### config.mk
export PLATFORM = sky130hd
export DESIGN_NAME = segint_diff
export DESIGN_NICKNAME = d
export VERILOG_FILES = /design/src/design/segint_pkg.sv /design/src/design/segint_diff.sv
export SDC_FILE = /design/constraint.sdc
export NUM_CORES = 1
export LEC_CHECK = 0
export ABC_AREA = 1
export BUFFER_PORTS_ARGS = -buffer_cell sky130_fd_sc_hd__buf_2
export CAP_MARGIN = 20
export CORE_MARGIN = 2
export CORE_UTILIZATION = 33
export CTS_CLUSTER_SIZE = 28
export DETAILED_ROUTE_END_ITERATION = 6
export SYNTH_ARGS = -nofsm -noshare
export SYNTH_HDL_FRONTEND = slang
export SYNTH_SLANG_ARGS = --single-unit
### constraint.sdc
create_clock -name clk -period 1.85 [get_ports clk]
set_input_delay 0.2775 -clock clk [delete_from_list [all_inputs] [get_ports clk]]
set_output_delay 0.2775 -clock clk [all_outputs]
set_load 0.02 [all_outputs]
### src/design/segint_pkg.sv
// shared types and constants for the segment intersection test
package segint_pkg;

	localparam int unsigned NUM_AREAS = 4;

	// slot of each triangle area, also used for the matching endpoint test
	localparam int unsigned IDX_ABC = 0;
	localparam int unsigned IDX_ABD = 1;
	localparam int unsigned IDX_CDA = 2;
	localparam int unsigned IDX_CDB = 3;

	// per area: endpoint falls within the span of the other segment
	typedef logic [NUM_AREAS-1:0] segint_span_t;

	typedef struct packed {
		logic [NUM_AREAS-1:0] zero;
		logic [NUM_AREAS-1:0] pos;
	} segint_flags_t;

endpackage

### src/design/segint_diff.sv
// stage one: coordinate differences and endpoint span tests
module segint_diff import segint_pkg::*; #(
	parameter int COORD_WIDTH = 16,
	localparam int DW = COORD_WIDTH + 1
) (
	input  logic                          clk,
	input  logic                          arst_n,
	input  logic                          en,
	input  logic                          vld,
	input  logic signed [COORD_WIDTH-1:0] ax,
	input  logic signed [COORD_WIDTH-1:0] ay,
	input  logic signed [COORD_WIDTH-1:0] bx,
	input  logic signed [COORD_WIDTH-1:0] by,
	input  logic signed [COORD_WIDTH-1:0] cx,
	input  logic signed [COORD_WIDTH-1:0] cy,
	input  logic signed [COORD_WIDTH-1:0] dx,
	input  logic signed [COORD_WIDTH-1:0] dy,
	output logic                          vld_s1,
	output logic signed [DW-1:0]          bax_s1,
	output logic signed [DW-1:0]          bay_s1,
	output logic signed [DW-1:0]          cax_s1,
	output logic signed [DW-1:0]          cay_s1,
	output logic signed [DW-1:0]          dax_s1,
	output logic signed [DW-1:0]          day_s1,
	output logic signed [DW-1:0]          dcx_s1,
	output logic signed [DW-1:0]          dcy_s1,
	output logic signed [DW-1:0]          acx_s1,
	output logic signed [DW-1:0]          acy_s1,
	output logic signed [DW-1:0]          bcx_s1,
	output logic signed [DW-1:0]          bcy_s1,
	output segint_span_t                  span_s1
);

	function automatic logic signed [DW-1:0] sub(
		input logic signed [COORD_WIDTH-1:0] p,
		input logic signed [COORD_WIDTH-1:0] q
	);
		logic signed [DW-1:0] pe;
		logic signed [DW-1:0] qe;
		pe = DW'(p);
		qe = DW'(q);
		return pe - qe;
	endfunction

	function automatic logic between(
		input logic signed [COORD_WIDTH-1:0] lo,
		input logic signed [COORD_WIDTH-1:0] hi,
		input logic signed [COORD_WIDTH-1:0] v
	);
		return ((lo <= v) && (v <= hi)) || ((hi <= v) && (v <= lo));
	endfunction

	// range part of point p on segment qr, collinearity checked later
	function automatic logic span(
		input logic signed [COORD_WIDTH-1:0] qx,
		input logic signed [COORD_WIDTH-1:0] qy,
		input logic signed [COORD_WIDTH-1:0] rx,
		input logic signed [COORD_WIDTH-1:0] ry,
		input logic signed [COORD_WIDTH-1:0] px,
		input logic signed [COORD_WIDTH-1:0] py
	);
		logic r;
		if (qx != rx) begin
			r = between(qx, rx, px);
		end else if (qy != ry) begin
			r = between(qy, ry, py);
		end else begin
			r = (px == qx) && (py == qy);
		end
		return r;
	endfunction

	segint_span_t span_d;

	always_comb begin
		span_d          = '0;
		span_d[IDX_ABC] = span(ax, ay, bx, by, cx, cy);
		span_d[IDX_ABD] = span(ax, ay, bx, by, dx, dy);
		span_d[IDX_CDA] = span(cx, cy, dx, dy, ax, ay);
		span_d[IDX_CDB] = span(cx, cy, dx, dy, bx, by);
	end

	always_ff @(posedge clk or negedge arst_n) begin
		if (!arst_n) begin
			vld_s1 <= 1'b0;
		end else if (en) begin
			vld_s1 <= vld;
		end
	end

	always_ff @(posedge clk) begin
		if (en) begin
			bax_s1  <= sub(bx, ax);
			bay_s1  <= sub(by, ay);
			cax_s1  <= sub(cx, ax);
			cay_s1  <= sub(cy, ay);
			dax_s1  <= sub(dx, ax);
			day_s1  <= sub(dy, ay);
			dcx_s1  <= sub(dx, cx);
			dcy_s1  <= sub(dy, cy);
			acx_s1  <= sub(ax, cx);
			acy_s1  <= sub(ay, cy);
			bcx_s1  <= sub(bx, cx);
			bcy_s1  <= sub(by, cy);
			span_s1 <= span_d;
		end
	end

endmodule

# Word level (Yosys, flattened, before mapping)

Cells that the tools add are included.

Register bits after elaboration: 209
Input bits: 132
Output and inout bits: 209
Logic and storage cells: 90

Add/subtract/negate cells: 12
Magnitude comparators: 16
Equality and inequality tests: 12
Muxes and demuxes: 8
Reduce and logical (&&, ||, !) cells: 28

Operator list:

| kind              | count |
|---|---|
| $le 16x16->1      | 16 |
| $sub 16x16->17    | 12 |
| $eq 16x16->1      | 8 |
| $ne 16x16->1      | 4 |
| $logic_and 1x1->1 | 20 |
| $logic_or 1x1->1  | 8 |
| $mux 1            | 8 |

# Depth between registers and ports, before layout

Gate-level depths: netlist of run 1.

Depth in word-level cells: 5
Mapped depth: 17
Depth with buffers taken out: 17

# Worst setup path after synthesis of run 1

No wires, ideal clock.

Path kind: input port to flip-flop
Start point: input port dx[0]
End point: register dax_s1[14], data pin
Library setup time: 262 ps
Data arrival time: 1696 ps
Data required time: 1588 ps
Slack: -107 ps
Stages: 9
Path buffers: 0
Cell sequence: inv_1 > ha_1 > fa_1 > o21ai_0 > a21oi_1 > o21bai_2 > a21oi_1 > o21ai_1 > xor2_1

Word-level cells in the longest chain between the ends: 1

RTL lines:

| element              | RTL line          | source |
|---|---|---|
| from (decl)          | segint_diff.sv:16 | `input logic signed [COORD_WIDTH-1:0] dx,` |
| $sub 16x16->17       | segint_diff.sv:42 | `return pe - qe;` |
| to (signal assigned) | segint_diff.sv:97 | `dax_s1 <= sub(dx, ax);` |
| to (decl)            | segint_diff.sv:23 | `output logic signed [DW-1:0] dax_s1,` |

No other way between the ends.
A chain may end at the register's enable or synchronous reset.

# Final worst setup path of run 1

Start point: input port by[0]
End point: register bay_s1[14], data pin

Word-level cells in the longest chain between the ends: 1

RTL lines:

| element              | RTL line          | source |
|---|---|---|
| from (decl)          | segint_diff.sv:13 | `input logic signed [COORD_WIDTH-1:0] by,` |
| $sub 16x16->17       | segint_diff.sv:42 |  |
| to (signal assigned) | segint_diff.sv:94 | `bay_s1 <= sub(by, ay);` |
| to (decl)            | segint_diff.sv:20 | `output logic signed [DW-1:0] bay_s1,` |

No other way between the ends.

==> impl_metrics.json, run 1 <==
{
  "holdCritStartpoint": "en",
  "cts_made_buffers": 28,
  "dpl.hpwl_um": 59000,
  "synth.area.top_cells": "edfxtp_1 (36%), ha_1 (17%), nand2_1 (9.2%)",
  "maxCapViolations": 0,
  "drive_above_1_share_pct": 37.9,
  "routedWlPerCell_um": 18.4,
  "clk_latency_ns": 0.58,
  "ys_types": 52,
  "critPathMaxFanout": 3,
  "start_kind": "input pin",
  "clockRootBuffer": "clkbuf_16",
  "yosysSeqAreaShare_pct": 36.0,
  "async_flop_share_pct": 0.483,
  "clk_pin_slew_ns": 0.06,
  "clock_skew_ns": 0,
  "cp.arrival_ns": 2.09,
  "r2r_start": "vld_s1$_DFFE_PN0P_",
  "max-slew-margin-rel_pct": 69.3,
  "initial_core_util_pct": 33.5,
  "antenna_found_initial": 10,
  "synthFlopType": "edfxtp_1",
  "globalplace.congestion": 0.952,
  "synth_top_area_share_pct": 35.9,
  "netlist_instances": 2005,
  "ys_ff_latch": 207,
  "preCtsSetupSlack_ns": -0.546,
  "power.leakage_uw": 0.0133,
  "wirelength_um": 68300,
  "status": "completed",
  "finalSetupViolations": 0,
  "place_area_mm2": 0.0247,
  "syn_avg_cell_area_um2": 8.60,
  "synth_common_cells": "nand2_1 (424), inv_1 (270), ha_1 (232)",
  "hold_depth": 1,
  "dieHeight_um": 233,
  "rsz0062_at_grt": "true",
  "yosys_warnings": 0,
  "finalPower_uw": 20300,
  "cts_buffer_depth": 3,
  "drtIter0Drc": 1032,
  "syn_area_mm2": 0.0172,
  "fin_hold_ws_ns": 0.185,
  "die_w_um": 233,
  "r2r-end": "vld_s1$_DFFE_PN0P_",
  "dieArea_mm2": 0.0541,
  "min_to": "dcx_s1[5]$_DFFE_PP_",
  "htree_levels": 1,
  "powerDensity_mw_per_mm2": 787,
  "worstMarginPinSlew_ns": 0.458,
  "grt_overflow": 0,
  "final_antenna_net_count": 0,
  "synthesis.nets": 2381,
  "setup_ws_ns": 0.0715,
  "cts_tree": "yes",
  "peakVddDrop_uv": 670,
  "grt_pass1_wl_um": 101000,
  "final-hold-violation-count": 0,
  "max_freq_ghz": 0.562,
  "vias": 17724,
  "boundaryPins": 341,
  "rows": 83,
  "synth_edf_count": 206,
  "io_buffers": 340,
  "final_cell_area_mm2": 0.0258,
  "dr.pass1.iters": 5,
  "finalCritPeriodShare_pct": 96.1,
  "drc_errors": 0,
  "yosysMostFrequentCell": "nand2_1",
  "grt_max_degree": 56,
  "vias_per_cell": 4.78,
  "grtUsageTotal_pct": 24.8,
  "rrSetupSlack_ns": 1.11,
  "grt_pass1_vias": 18056,
  "worst_r2r_path_depth": 1,
  "yosysTopAreaCell": "edfxtp_1",
  "core_mm2": 0.0515,
  "critPathRequiredTime_ns": 2.16,
  "path_class": "input pin to register",
  "clock_sinks": 207,
  "nets": 3381,
  "hold_class": "input pin to register",
  "cp-end-kind": "register",
  "area_growth_pct": 49.7,
  "nFillCells": 5032,
  "fin_crit_ns": 1.78,
  "maxSlewViolCount": 0
}
## layout make-up
cell class / instances / area [um^2] / area share [%]
multi-input cells: 1487 / 9960 / 38.6
repair buffers: 1000 / 6740 / 26.1
flip-flops and latches: 207 / 6210 / 24.1
inverters: 281 / 1070 / 4.15
well taps: 680 / 851 / 3.30
clock buffers: 31 / 733 / 2.84
clock inverters: 21 / 243 / 0.941
diodes: 1 / 2.50 / 0.00970
## metrics by stage
stage / utilization (%) / setup TNS [ns] / cells
floorplan: - / -0.0372 / 2005
global placement: 48.0 / -40.73 / 3651
detailed placement: 48.0 / -43.44 / 3651
CTS: 49.9 / 0 / 3706
global route: 50.1 / -0.0183 / 3708
finish: 50.1 / 0 / 3708
## worst max path at each step
stage / start / end / slack, ns
2_1_floorplan: dx[0] / dax_s1[14]$_DFFE_PP_ / -0.02
3_3_place_gp: ay[12] / span_s1[1]$_DFFE_PP_ / -0.53
3_5_place_dp: ay[12] / span_s1[1]$_DFFE_PP_ / -0.55
4_1_cts: by[11] / span_s1[3]$_DFFE_PP_ / 0.05
5_1_grt: ay[10] / span_s1[2]$_DFFE_PP_ / -0.01
6_report: by[0] / bay_s1[14]$_DFFE_PP_ / 0.07
## routing by layer
layer / routed length (um) / global-route usage (%) / share of wire [%] / vias to the layer above
li1: - / - / - / 8809
met5: 104 / 0 / 0.15 / -
met1: 28800 / 30.7 / 42 / 8208
met2: 31600 / 42.0 / 46 / 546
met3: 4610 / 4.46 / 6.7 / 143
met4: 3270 / 11.2 / 4.8 / 18
## repair_timing
item	4_1_cts	5_1_grt
endpoints found under the setup margin	0	12
endpoints found under the hold margin	2	0
setup buffers	0	1
hold buffers	3	0
gates resized for setup	0	25
## power by group
group          leakage, uW  switching (uW)  internal (uW)
clock             0.000465            2280           3440
sequential         0.00203             301           6200
combinational       0.0108            4640           3450
## logic make-up (layout without fill, tap and decap cells)
family / count (synthesis) / after routing / synth area share [%]
adder cells (fa/ha/maj): 244 / 244 / 18.2
AND/OR/NAND/NOR: 701 / 701 / 17.2
other: 0 / 1 / 0
buffers and inverters: 311 / 1333 / 7.23
XOR/XNOR: 174 / 174 / 8.84
AO/OA/AOI/OAI: 367 / 367 / 12.4
multiplexers: 1 / 1 / 0.0653
flip-flops: 207 / 207 / 36.0
## flip-flops by register name, summed over array words and instances, names as in the netlist, 17 cells and up
signal  flops
bax_s1     17
bay_s1     17
bcx_s1     17
bcy_s1     17
cax_s1     17
cay_s1     17
dax_s1     17
day_s1     17
dcx_s1     17
dcy_s1     17
## critical path, stage by stage
cell      delay, ns
buf_2          0.20
inv_12         0.04
ha_4           0.16
fa_2           0.40
o21ai_2        0.15
inv_1          0.11
o211ai_1       0.41
a21oi_1        0.17
xor2_1         0.16
## layout by cell type (no fill, tap or decap), drive strengths merged, types with 2 or more instances in the layout
cell type and count:
fa 12, clkinv 11, clkinvlp 5, and3 2, ha 232, buf 996
nand2 438, o31ai 5, o21ai 84, a31oi 13, o21a 6, a211oi 8
clkbuf 32, a21boi 10, nor4 11, o211ai 5, a31o 2, xnor2 44
o21bai 10, a21oi 190, edfxtp 206, bufinv 4, dlygate4sd3 3, nand3 84
a21o 22, xor2 130, nand4 25, inv 282, nor2 112, nor3 27
o2111ai 8
Power figures use the tool's default switching activity.
==> run 2: changes to the inputs <==
- ABC_CLOCK_PERIOD_IN_PS: not set -> 1850
- CORE_ASPECT_RATIO: not set -> 0.7
- CORE_UTILIZATION: 33 -> 39
==> run 2 against run 1 <==
  * Combinational power about the same
  * Cell area decreased by 0.93%
  * Clock-buffer cell count fell by 4
  * Die area decreased by 15%
  * Register-to-register slack about the same
  * Global-route usage rose by 4.1 points
  * Power is 3.2% lower
  * First-iteration DRC count grew 43%
  * Maximum frequency is 1.3% lower
  * Sequential cell count stayed put
  * Clock skew is the same
  * Critical path type unchanged
  * Largest cell class unchanged
==> impl_metrics.json, run 2 (same netlist as run 1, synthesis figures left out) <==
{
  "clk_pin_slew_ns": 0.07,
  "clk_latency_ns": 0.54,
  "finalSetupViolations": 0,
  "vias": 17798,
  "hold_class": "input pin to async pin",
  "drive_above_1_share_pct": 37.6,
  "cp-end-kind": "register",
  "setup_ws_ns": 0.0475,
  "r2r-end": "vld_s1$_DFFE_PN0P_",
  "drc_errors": 0,
  "preCtsSetupSlack_ns": -0.597,
  "grt_pass1_wl_um": 101000,
  "powerDensity_mw_per_mm2": 770,
  "maxSlewViolCount": 0,
  "path_class": "input pin to register",
  "max_freq_ghz": 0.555,
  "drtIter0Drc": 1480,
  "fin_crit_ns": 1.80,
  "final_antenna_net_count": 0,
  "antenna_found_initial": 6,
  "grt_max_degree": 65,
  "mostFrequentLayoutCell": "buf_4",
  "die_w_um": 255,
  "rsz0062_at_grt": "true",
  "worstMarginPinSlew_ns": 0.522,
  "core_mm2": 0.0436,
  "io_buffers": 340,
  "dieHeight_um": 180,
  "cp.arrival_ns": 2.12,
  "clockRootBuffer": "clkbuf_16",
  "finalCritPeriodShare_pct": 97.4,
  "dpl.hpwl_um": 58900,
  "max-slew-margin-rel_pct": 64.9,
  "r2r_start": "vld_s1$_DFFE_PN0P_",
  "place_inst": 3549,
  "clock_sinks": 207,
  "final-hold-violation-count": 0,
  "cts_buffer_depth": 3,
  "peakVddDrop_uv": 622,
  "start_kind": "input pin",
  "fin_setup_tns_ns": 0,
  "worst_r2r_path_depth": 1,
  "critPathMaxFanout": 5,
  "power.leakage_uw": 0.0132,
  "grtUsageTotal_pct": 28.9,
  "dr.pass1.iters": 5,
  "dieArea_mm2": 0.0459,
  "finalPower_uw": 19700,
  "globalplace.congestion": 1.00,
  "nFillCells": 4027,
  "vias_per_cell": 4.95,
  "cts_tree": "yes",
  "fin_cells": 3599,
  "area_growth_pct": 48.3,
  "routedWlPerCell_um": 18.9,
  "final_cell_mix": "buf_4 (635), nand2_1 (418), buf_2 (338)",
  "grt_overflow": 0,
  "grt_pass1_vias": 17199,
  "rrSetupSlack_ns": 1.10,
  "maxCapViolations": 0,
  "boundaryPins": 341,
  "status": "completed",
  "critPathRequiredTime_ns": 2.17,
  "clock_skew_ns": 0,
  "wirelength_um": 67900,
  "initial_core_util_pct": 39.5,
  "nets": 3360,
  "rows": 64,
  "cts_made_buffers": 24,
  "htree_levels": 1
}
-- run 2: metal layers --
| layer | global-route usage (%) | vias up | part of all wire (%) |
|---|---|---|---|
| li1 | - | 8764 | - |
| met1 | 44.8 | 8405 | 51 |
| met2 | 41.5 | 547 | 40 |
| met3 | 4.53 | 80 | 6.6 |
| met4 | 6.87 | 2 | 2.3 |
| met5 | 0 | - | 0.019 |
-- run 2: how the worst max path moves through the flow --
stage,endpoint,cells after the start,from
2_1_floorplan,dax_s1[14]$_DFFE_PP_,9,dx[0]
6_report,span_s1[0]$_DFFE_PP_,13,ay[10]
3_3_place_gp,span_s1[1]$_DFFE_PP_,13,ax[8]
5_1_grt,span_s1[0]$_DFFE_PP_,13,ay[10]
3_5_place_dp,span_s1[1]$_DFFE_PP_,13,ax[8]
4_1_cts,span_s1[2]$_DFFE_PP_,12,cy[15]
-- run 2: through the flow --
step | instance area (um^2) | hold slack (ns) | util [%]
6_report | 25600 | 0.0298 | 58.6
5_1_grt | 25600 | 0.0133 | 58.6
4_1_cts | 25400 | 0.0181 | 58.1
3_5_place_dp | 24500 | 0.0555 | 56.1
3_3_place_gp | 24500 | 0.0523 | 56.1
2_1_floorplan | 17300 | -0.0181 | -
-- run 2: repair_timing --
item                                    CTS  global route
endpoints found under the setup margin    1             5
buffers inserted                          0             1
resized for setup                         1            37
hold buffers                              2             0
pin swaps                                 0             4
hold endpoints to repair                  2             0
-- run 2: layout make-up --
cell class	count	area [um^2]	area share (%)
diodes	5	12.5	0.0489
clock buffers	27	633	2.48
clock inverters	15	203	0.793
inverters	281	1080	4.22
multi-input cells	1487	10100	39.4
flip-flops and latches	207	6210	24.3
well taps	594	743	2.91
repair buffers	983	6620	25.9
-- run 2: power by group --
part	switching [uW]	leakage (uW)	total [uW]	internal (uW)
combinational	4650	0.0108	8080	3430
sequential	211	0.00203	6410	6190
clock	2060	0.000403	5200	3140
total	6920	0.0132	19700	12800
-- run 2: critical path: stages --
cell	delay, ns
buf_2	0.10
inv_1	0.05
ha_1	0.37
a21oi_1	0.23
o21ai_0	0.15
a21oi_1	0.27
nand3_1	0.11
nand2_1	0.07
nand2_1	0.13
nand2_1	0.10
nand3_1	0.12
nand2_1	0.09
nand2_1	0.05
